--- src/rtl/assert_macros.svh ---
// Assertion macros shared by the allocator RTL.
// Depends on nothing; modules that assert take it in by include.
`ifndef ASSERT_MACROS_SVH
`define ASSERT_MACROS_SVH

`ifndef SYNTHESIS

// Property on an explicit clock, disabled while the active-low reset is low
`define ASSERT_AT(label, clk, rstn, prop, msg) \
  label: assert property (@(posedge clk) disable iff (!rstn) prop) else $error(msg);

// Property on the module's default clock and reset names
`define ASSERT_DEF(label, prop, msg) \
  `ASSERT_AT(label, clk_i, rst_ni, prop, msg)

`else

`define ASSERT_AT(label, clk, rstn, prop, msg)
`define ASSERT_DEF(label, prop, msg)

`endif

`endif

--- src/rtl/bca_ram.sv ---
// Generic single-write, single-read RAM with registered read data.
// No dependencies; contents are undefined until written.
module bca_ram #(
  parameter int WIDTH = 8,
  parameter int DEPTH = 16
) (
  input  logic                     clk_i,
  input  logic                     we_i,
  input  logic [$clog2(DEPTH)-1:0] waddr_i,
  input  logic [WIDTH-1:0]         wdata_i,
  input  logic                     re_i,
  input  logic [$clog2(DEPTH)-1:0] raddr_i,
  output logic [WIDTH-1:0]         rdata_o
);

  logic [WIDTH-1:0] mem_q [DEPTH];
  logic [WIDTH-1:0] rdata_q;

  // Write port
  always_ff @(posedge clk_i) begin
    if (we_i) begin
      mem_q[waddr_i] <= wdata_i;
    end
  end

  // Read port, registered while re_i is high
  always_ff @(posedge clk_i) begin
    if (re_i) begin
      rdata_q <= mem_q[raddr_i];
    end
  end

  assign rdata_o = rdata_q;

endmodule

--- config.mk ---
export PLATFORM = sky130hd
export DESIGN_NAME = bca_ram
export DESIGN_NICKNAME = d
export VERILOG_FILES = /design/src/rtl/assert_macros.svh /design/src/rtl/bca_ram.sv
export SDC_FILE = /design/constraint.sdc
export NUM_CORES = 1
export LEC_CHECK = 0
export ABC_AREA = 1
export BUFFER_PORTS_ARGS = -buffer_cell sky130_fd_sc_hd__buf_2
export CAP_MARGIN = 20
export CORE_AREA = 2 2 112 125
export DETAILED_ROUTE_END_ITERATION = 7
export DIE_AREA = 0 0 114 127
export SLEW_MARGIN = 30
export SYNTH_ARGS = -nofsm -noshare
export SYNTH_HDL_FRONTEND = slang
export SYNTH_SLANG_ARGS = --single-unit
--- constraint.sdc ---
create_clock -name clk_i -period 2.15 [get_ports clk_i]
set_clock_uncertainty 0.05 [all_clocks]
set_input_delay 0.1075 -clock clk_i [delete_from_list [all_inputs] [get_ports clk_i]]
set_output_delay 0.1075 -clock clk_i [all_outputs]
set_load 0.02 [all_outputs]
# Word-level counts from Yosys, hierarchy flattened
# Memory sizes are Yosys's and may differ from the RTL's. A register that Yosys moved wholly into a read port is not among the register bits.
# Index checks and enable logic that the tools add are counted.
[classes] mux=2
[ops] cell="$mux 1" n=2
[word_totals] in_bits=19 regBits=0 ramBits=128 n_memories=1 out_inout_bits=8 word_cells=3
[mem_list] name="mem_q" words=16 word_bits=8 rd=1 rd_ports_with_merged_regs=1 wr=1 line_no="bca_ram.sv:16" text="logic [WIDTH-1:0] mem_q [DEPTH];"

# Logic depth before layout (Yosys ltp)
# Gate-level depths: netlist of run 1.
[logic_depth] depth_word=2 depth_mapped=8 ltp_nobuf=7

# Worst setup path after synthesis of run 1
# OpenSTA, ideal clock, no wires.
[synth_timing] path_kind="input-to-reg" startpoint="in waddr_i[2]" endpoint="mem mem_q[10][0] (enable)" setup_ns=0.370 slack_ns=1.042 path_stages=2 arrival_time_ns=0.688 path_cell_list="nand3b_1 -> nor2_1"
[synth_lines] item="start: declaration" line_no="bca_ram.sv:9" text="input logic [$clog2(DEPTH)-1:0] waddr_i,"
[synth_lines] item="end: declaration" line_no="bca_ram.sv:16"
# No word-level cell before the write port.

==> results.md, run 1 <==
* Critical Path Start Type: flip-flop
* Avg Vias per Cell at 4.97
* Routed Antenna Nets at 0
* Critical path start-end classification: reg2reg
* Core Area at 13,100 um^2
* RSZ-0062 raised after global routing: false
* Largest net degree at the start of global routing at 65
* Max Root-Sink Buffers at 2
* Normalized max-slew margin at 40.3%
* Crit end category: flip-flop
* Die Area at 14,500 um^2
* Post-CTS Hold Buffers at 1
* FF-to-FF End: rdata_o[3]
* Initial antenna violation count at 0
* Starting Density at 44.6%
* Clk pin slew, worst setup/hold paths at 0.06 ns
* Minimum clock period at 1.25 ns
* Ant. Diodes at 0
* GRT Total Usage at 19.2%
* CP top delay family: simple AND/OR/NAND/NOR gates
* # fillers at 1,181
* Met2 GRT Util at 30.5%
* Vias post-DR at 3,769
* Final instance area at 6710 um^2
* # Max-Cap Violations at 0
* Vias in the first global route at 3,705
* Beginning of the critical path: mem_q[7][3]
* Placed cell area at 6110 um^2
* Critical-path cell list: inv_1, nand2_1, nand3_1, nand3_1, nand3_1, nand2_1
* Top_reg_cell synth: edfxtp_1
* Hold Fails Final Rpt at 0
* Count leader, synth: nand2_1
* Worst VDD drop at 0.000528 V
* Count of final max-slew check failures at 0
* #FFs+latches synth at 136
* Grt met1 use at 25.6%
* Count of input and output buffers at 26
* Flop2flop setup slack at 0.90 ns
* Initial drt markers at 301
* Slew @ Worst Pin at 0.892 ns
* Worst path depth at 6
* Area Overhead vs Synth at 14.7%
* Cells after Synth at 551
* Most common cell type on the critical path: nand3_1
* GP Congestion at 0.843
* Avg Inst Size Synth at 10.6 um^2
* Drt drc at 0
* Met3 Use GR at 4.22%
* R2R cell count at 6
* First-pass GRT wire length at 20,300 um
* Register area share after synthesis at 69.8%
* Setup crit end: rdata_o[3]
* CTS tree: done
* Period utilization at 58.2%
* Synth area leader: edfxtp_1
* HPWL after DPL at 7930 um
* H-tree depth at 4
* Wire per inst at 17.0 um
* Total grt overflow at 0
* Hold Crit Class: in2reg
* Top cells by area, synth: edfxtp_1 (70%), nand2_1 (11%), nand3_1 (8.3%), inv_1 (6.4%), buf_6 (1.2%)
* Die Width at 114 um
* Busiest grt layer: met2
* Crit-path slowest cell: edfxtp_1
* Fin nets at 603
* Fin Setup TNS at 0 ns
* Leak at 2.87 nW
* Synth cell count leaders: nand2_1 (173), edfxtp_1 (136), inv_1 (100)
* Synthesized area at 5850 um^2
* Number of clock sinks at 136
* Netlist cell types at 11
* Buf/Inv on CP at 1
* RR Startpoint: mem_q[7][3]
* YS warnings at 0
* Post-CTS sizing at 0
* Setup Fix Bufs, Post-CTS at 0
* Setup violations, final at 0
* TritonRoute pass-1 iters at 5
* Routed WL at 12,900 um
* I/O Pins at 27
* Clk_lat worst skew at 0.41 ns
* Status: finished clean
* Synth top area share at 69.8%
* CP max stage delay at 0.35 ns
* Pwr per Cell Area at 929 nW/um^2
* Max Fclk at 799 MHz
* CTS root buf: clkbuf_16
* CP max FO at 1
* TritonCTS buffer count at 17
* Die boundary height at 127 um
* Layout cell share with drive strength beyond 1 at 11.2%
* Critical Path AT at 1.36 ns
* EDFF count, synth at 136
* Post-Syn Nets at 570
* Req. time, crit path at 2.26 ns
* Ys async rst share at 0%
* FP Rows at 44
[kinds of logic after synthesis]
family / after synthesis / synth area share [%]
and+or+nand+nor: 289 / 20.8
DFF: 136 / 69.8
buffers and inverters: 126 / 9.39
[layout make-up]
cell class	count	area, um^2	area share [%]
sequential	136	4080	60.9
inverter	102	383	5.71
clock buffer	19	433	6.46
tap	161	201	3.00
multi-input combinational	289	1210	18.1
timing repair buffer	38	235	3.51
clock inverter	13	155	2.31
[registers in the layout (all words and copies together), names as in the netlist]
register / count
rdata_o: 8
mem_q: 128
[worst min path at each step]
| stage | from | end | slack [ns] | depth (start not counted) |
|---|---|---|---|---|
| after global placement | re_i | rdata_o[6] | 0.42 | 1 |
| final | wdata_i[0] | mem_q[7][0] | 0.06 | 1 |
| after detailed placement | re_i | rdata_o[2] | 0.42 | 1 |
| after floorplan | wdata_i[0] | mem_q[0][0] | 0.16 | 0 |
| after global routing | wdata_i[0] | mem_q[7][0] | 0.07 | 1 |
| after CTS | wdata_i[0] | mem_q[7][0] | 0.06 | 1 |
[through the flow]
step | instances | util [%] | hold slack, ns | setup WS [ns] | power, mW
3_5_place_dp | 725 | 46.6 | 0.422 | 0.421 | 3.43
4_1_cts | 758 | 51.2 | 0.0604 | 0.872 | 6.27
2_1_floorplan | 551 | - | 0.156 | 1.04 | 3.28
3_3_place_gp | 725 | 46.6 | 0.424 | 0.459 | 3.42
6_report | 758 | 51.2 | 0.0583 | 0.898 | 6.23
5_1_grt | 758 | 51.2 | 0.0716 | 0.800 | 6.42
[placed cells by master (no fill, tap or decap), drive strengths merged]
master and count:
nor2 17, bufinv 3, nand3 97, inv 102
clkinv 6, clkbuf 19, dlygate4sd3 1, nand2 173
edfxtp 136, clkinvlp 4, buf 37, nand3b 2
[report_power, final]
part / internal (mW) / switching [mW]
Sequential: 2.99 / 0.0160
Combinational: 0.100 / 0.269
Clock: 1.81 / 1.05
Total: 4.90 / 1.33
[routing by layer]
metal	part of all wire (%)	vias up
met1	44	1774
li1	-	1845
met5	0	-
met4	2.6	0
met3	5.7	24
met2	48	126
Power figures use the tool's default switching activity.
==> run 2: changes to the inputs <==
Clock period 2.15 ns to 1.1 ns, I/O delays scaled along.
==> run 2 against run 1 <==
Compared with the run above: the run now ends with negative setup slack left; die area unchanged; highest routed layer unchanged; maximum frequency rose by 9.6%; largest power group unchanged; first-iteration DRC count decreased by 45%; critical path type unchanged; cell area rose by 6.8%.
==> results.md, run 2 (synthesis gave the netlist of run 1 again) <==
* RSZ-0062 raised after global routing: true
* Clk_lat worst skew at 0.42 ns (about the same)
* Status: complete, but fails checks
* Critical-path cell list: inv_1, nand2_1, nand3_1, nand3_2, nand3_4, nand2_2
* Normalized max-slew margin at 70.4% (+30 points)
* CTS tree: done
* Layout Cells excl Fill at 786 (+3.7%)
* HPWL after DPL at 8440 um (+6.4%)
* Clk pin slew, worst setup/hold paths at 0.06 ns (about the same)
* Setup violations, final at 4 (+4)
* Biggest register: mem_q
* CP max FO at 1 (unchanged)
* Crit end category: flip-flop
* Critical Path Start Type: flip-flop
* Minimum clock period at 1.14 ns (-0.109 ns)
* Final instance area at 7160 um^2 (+6.8%)
* Largest register FFs at 128 (unchanged)
* Total grt overflow at 0 (unchanged)
* # fillers at 1,161 (-1.7%)
* Fin Setup TNS at -0.0900 ns (-0.0900 ns)
* Die Area at 14,500 um^2 (unchanged)
* Fin nets at 631 (+4.6%)
* Met1 Wirelength at 5600 um (-0.73%)
* Total power at 11.9 mW (+92%)
* Hold Fails Final Rpt at 0 (unchanged)
* CP top delay family: simple AND/OR/NAND/NOR gates
* Routed WL at 13,200 um (+2.1%)
* Core Area at 13,100 um^2 (unchanged)
* Area Overhead vs Synth at 22.4%
* Leak at 3.11 nW (+8.2%)
* Period utilization at 104% (+46 points)
* Largest net degree at the start of global routing at 25 (-62%)
* GP Congestion at 0.828 (-1.7%)
* Vias post-DR at 3,881 (+3.0%)
* CP max stage delay at 0.35 ns (about the same)
* GRT Total Usage at 19.8% (+0.60 points)
* Wire per inst at 16.7 um (-1.6%)
* Final design utilization at 54.6% (+3.5 points)
* Die Width at 114 um (unchanged)
* Number of clock sinks at 136 (unchanged)
* Drt drc at 0 (unchanged)
* Req. time, crit path at 1.22 ns (-1.04 ns)
* Initial drt markers at 165 (-45%)
* Starting Density at 44.6% (unchanged)
* Die boundary height at 127 um (unchanged)
* # Max-Cap Violations at 0 (unchanged)
* Buf/Inv on CP at 1 (unchanged)
* Avg Vias per Cell at 4.94 (-0.70%)
* First-pass GRT wire length at 20,600 um (+1.4%)
* Pwr per Cell Area at 1670 nW/um^2 (+79%)
* Max Fclk at 875 MHz (+9.6%)
* Critical Path AT at 1.27 ns (-0.09 ns)
* Leading cell type in the layout, fill and taps excluded: nand2_1
* TritonCTS buffer count at 17 (unchanged)
* TritonRoute pass-1 iters at 4 (-1)
* Vias in the first global route at 3,963 (+7.0%)
* Most frequent cells in the layout: nand2_1 (168), edfxtp_1 (136), inv_1 (96)
* Worst VDD drop at 0.00112 V (+110%)
* DP Cell Count at 752 (+3.7%)
* Max Root-Sink Buffers at 2 (unchanged)
* Placed cell area at 6330 um^2 (+3.7%)
* Slew @ Worst Pin at 0.444 ns (-0.448 ns)
* Count of input and output buffers at 26 (unchanged)
* Setup WS post-layout at -0.0427 ns (-0.941 ns)
* Initial antenna violation count at 0 (unchanged)
* Met2 WL at 6630 um (+7.3%)
* Routed Antenna Nets at 0 (unchanged)
* Crit-path slowest cell: edfxtp_1
* Hold Slack at 0.00567 ns (-0.0526 ns)
* DR top layer: met4
* H-tree depth at 4 (unchanged)
* Layout cell share with drive strength beyond 1 at 22.6% (+11 points)
* I/O Pins at 27 (unchanged)
* WL met3 at 558 um (-24%)
* Count of final max-slew check failures at 0 (unchanged)
* Setup WS pre-CTS at -0.247 ns (-0.667 ns)
* Hold Crit Class: in2reg
* CTS root buf: clkbuf_16
* Ant. Diodes at 0 (unchanged)
* Critical path start-end classification: reg2reg
* Setup Fix Bufs, Post-CTS at 0 (unchanged)
* FP Rows at 44 (unchanged)
* Failing checks: negative setup slack
==> run 2: cell count changes in the layout (fill, tap and decap cells not counted), sizes merged <==
| cell | previous run | this run |
|---|---|---|
| bufinv | 3 | 2 |
| clkinv | 6 | 11 |
| clkinvlp | 4 | 1 |
| buf | 37 | 64 |
| clkbuf | 19 | 18 |
| dlygate4sd3 | 1 | 2 |
==> run 2: final cells by class <==
type	count	area, um^2	share of cell area (%)
clock buffer	18	429	5.99
clock inverter	14	114	1.59
inverter	102	383	5.35
multi-input combinational	289	1440	20.2
sequential	136	4080	57.0
tap	161	201	2.81
timing repair buffer	66	504	7.04
==> run 2: worst reg2reg max path, stage by stage (launching register included) <==
cell and delay (ns):
edfxtp_1 0.35, inv_1 0.06, nand2_1 0.04, nand3_1 0.10, nand3_2 0.12, nand3_4 0.12, nand2_2 0.06
==> run 2: final timing paths <==
kind / start / endpoint / slack [ns] / depth (start not counted)
worst max register to register: mem_q[5][4] / rdata_o[4] / -0.04 / 6
worst max-delay path: mem_q[5][4] / rdata_o[4] / -0.04 / 6
worst min-delay path: wdata_i[1] / mem_q[7][1] / 0.006 / 1
worst min register to register: mem_q[6][7] / rdata_o[7] / 0.71 / 6
==> run 2: per-layer routing <==
layer	track usage, %	up-vias
met5	0	-
met4	9.61	0
met3	5.08	24
met2	33.1	84
met1	23.8	1871
li1	-	1902
==> run 2: report_power, final <==
group	total, mW	internal [mW]	switching, mW
clock	5.18	3.25	1.93
combinational	0.876	0.300	0.576
sequential	5.88	5.84	0.0359
total	11.9	9.39	2.55
==> run 2: timing repair <==
| item | 4_1_cts | 5_1_grt |
|---|---|---|
| hold buffers | 2 | 0 |
| setup endpoints to repair | 13 | 13 |
| hold endpoints to repair | 24 | 0 |
| gates resized for setup | 30 | 32 |
| pin swaps | 18 | 15 |
==> run 3: changes to the inputs <==
Settings changed: BUFFER_PORTS_ARGS -buffer_cell sky130_fd_sc_hd__buf_2 to default, DONT_BUFFER_PORTS from default to 1.
==> run 3 against run 2 <==
Compared with the run above: the flow finishes with violations (negative hold slack, negative setup slack); maximum frequency is 1.3% higher; global-route usage is 0.17 points higher; die area stayed put; cell area is 3.3% lower; sequential share of layout area is 1.9 points higher; final cell count is 4.5% lower; register-to-register slack hardly changed; worst setup slack better by 0.014 ns; sequential power is 0.7% higher.
==> results.md, run 3 (synthesis gave the netlist of run 1 again) <==
* DP Cell Count at 710 (-5.6%)
* Layout cell share with drive strength beyond 1 at 14.9% (-7.6 points)
* Largest register FFs at 128 (unchanged)
* Setup WS post-layout at -0.0285 ns (+0.0142 ns)
* Max Root-Sink Buffers at 2 (unchanged)
* Status: complete, but fails checks
* Psw at 2.50 mW (-2.0%)
* Internal power at 9.56 mW (+1.8%)
* Slew @ Worst Pin at 0.772 ns (+0.328 ns)
* FP Rows at 44 (unchanged)
* Clk_lat worst skew at 0.43 ns (about the same)
* Largest net degree at the start of global routing at 66 (+160%)
* I/O Pins at 27 (unchanged)
* CTS root buf: clkbuf_16
* Minimum clock period at 1.13 ns (-0.0142 ns)
* Vias in the first global route at 3,739 (-5.7%)
* Post-CTS Hold Buffers at 9 (+7)
* # Max-Cap Violations at 0 (unchanged)
* Hold Crit Class: in2reg
* HPWL after DPL at 8230 um (-2.4%)
* Placed cell area at 6080 um^2 (-4.0%)
* CTS tree: done
* Wire per inst at 18.1 um (+7.9%)
* Max Fclk at 886 MHz (+1.3%)
* Routed Antenna Nets at 0 (unchanged)
* Avg Vias per Cell at 5.06 (+2.5%)
* Routed WL at 13,600 um (+3.1%)
* Biggest register: mem_q
* Layout Cells excl Fill at 751 (-4.5%)
* Sw frac at 20.7% (-0.62 points)
* Hold Fails Final Rpt at 8 (+8)
* RSZ-0062 raised after global routing: true
* Count of final max-slew check failures at 0 (unchanged)
* Setup violations, final at 5 (+1)
* Critical path start-end classification: reg2reg
* Die Area at 14,500 um^2 (unchanged)
* Area Overhead vs Synth at 18.4%
* Period utilization at 103% (-1.3 points)
* Core Area at 13,100 um^2 (unchanged)
* Seq pwr share at 49.1% (-0.2 points)
* Starting Density at 44.6% (unchanged)
* Drt drc at 0 (unchanged)
* Final instance area at 6920 um^2 (-3.3%)
* TritonCTS buffer count at 17 (unchanged)
* # fillers at 1,140 (-1.8%)
* Count of input and output buffers at 0 (-100%)
* Req. time, crit path at 1.22 ns (about the same)
* Clk pin slew, worst setup/hold paths at 0.06 ns (about the same)
* Combinational share of power at 5.4% (-1.9 points)
* Fin nets at 596 (-5.5%)
* CP max FO at 1 (unchanged)
* Ant. Diodes at 0 (unchanged)
* Hold Slack at -0.196 ns (-0.202 ns)
* Vias post-DR at 3,801 (-2.1%)
* Normalized max-slew margin at 48.4% (-22 points)
* Register area at 4080 um^2 (unchanged)
* Clk pwr share at 45.5% (+2.1 points)
* Leading cell type in the layout, fill and taps excluded: nand2_1
* GP Congestion at 0.860 (+3.8%)
* Die Width at 114 um (unchanged)
* Initial antenna violation count at 0 (unchanged)
* Failing checks: negative hold slack, negative setup slack
* Critical Path Start Type: flip-flop
* Initial drt markers at 301 (+82%)
* Die boundary height at 127 um (unchanged)
* Number of clock sinks at 136 (unchanged)
* TritonRoute pass-1 iters at 5 (+1)
* Critical Path AT at 1.25 ns (-0.02 ns)
* Worst VDD drop at 0.00133 V (+18%)
* Leak at 2.94 nW (-5.4%)
* Total power at 12.1 mW (+0.98%)
* Crit end category: flip-flop
* H-tree depth at 4 (unchanged)
* Multi-input logic area at 1390 um^2 (-3.5%)
* Most frequent cells in the layout: nand2_1 (165), edfxtp_1 (136), inv_1 (100)
* GRT Total Usage at 19.9% (+0.17 points)
* Total grt overflow at 0 (unchanged)
* Pwr per Cell Area at 1740 nW/um^2 (+4.4%)
* First-pass GRT wire length at 20,800 um (+1.0%)
* Setup Fix Bufs, Post-CTS at 0 (unchanged)
-- run 3: cell count changes in the layout (fill, tap and decap cells not counted), sizes merged --
cell         previous run  this run
bufinv                  2         3
clkbuf                 18        19
buf                    64        22
clkinv                 11         9
dlygate4sd3             2         9
-- run 3: per-stage QoR --
| stage | TNS (ns) | utilization [%] | setup WS (ns) |
|---|---|---|---|
| 2_1_floorplan | 0 | - | 0.0442 |
| 3_3_place_gp | -0.579 | 46.4 | -0.129 |
| 3_5_place_dp | -0.630 | 46.4 | -0.136 |
| 4_1_cts | -0.124 | 52.2 | -0.0266 |
| 5_1_grt | -0.548 | 52.8 | -0.103 |
| 6_report | -0.101 | 52.8 | -0.0285 |
-- run 3: worst max-delay path, cell delays in order (launching register included) --
cell and delay [ns]:
edfxtp_1 0.35, inv_1 0.06, nand2_1 0.06, nand3_2 0.08, nand3_2 0.11, nand3_2 0.10, nand2_2 0.07
-- run 3: layer usage --
layer / up-vias / wire, um / global-route usage [%]
met2: 117 / 6600 / 32.1
met3: 25 / 682 / 4.79
met1: 1823 / 5900 / 25.5
met5: - / 0 / 0
li1: 1836 / - / -
met4: 0 / 387 / 9.40
-- run 3: area by class of cell --
cell class,instances,area share [%]
Multi-Input combinational cell,289,20.1
Clock inverter,13,1.95
Clock buffer,19,6.25
Timing Repair Buffer,31,4.23
Sequential cell,136,59.0
Tap cell,161,2.91
Inverter,102,5.53
-- run 3: power groups by stage --
stage	combinational [mW]	clock [mW]	sequential [mW]
2_1_floorplan	0.409	0	6.00
3_3_place_gp	0.483	0	6.02
3_5_place_dp	0.488	0	6.02
4_1_cts	0.639	5.53	5.92
5_1_grt	0.725	5.76	5.92
6_report	0.655	5.48	5.92
-- run 3: repair_timing --
| action | CTS | global route |
|---|---|---|
| endpoints found under the hold margin | 144 | 8 |
| pin swaps | 11 | 23 |
| gates resized for setup | 20 | 20 |
| setup endpoints to repair | 8 | 8 |
-- run 3: worst paths after layout --
check               startpoint         end  slack, ns  cells past startpoint
setup reg to reg   mem_q[0][5]  rdata_o[5]      -0.03                      6
setup / recovery   mem_q[0][5]  rdata_o[5]      -0.03                      6
hold reg to reg   mem_q[12][2]  rdata_o[2]       0.72                      6
hold / removal      raddr_i[3]  rdata_o[7]      -0.20                      2
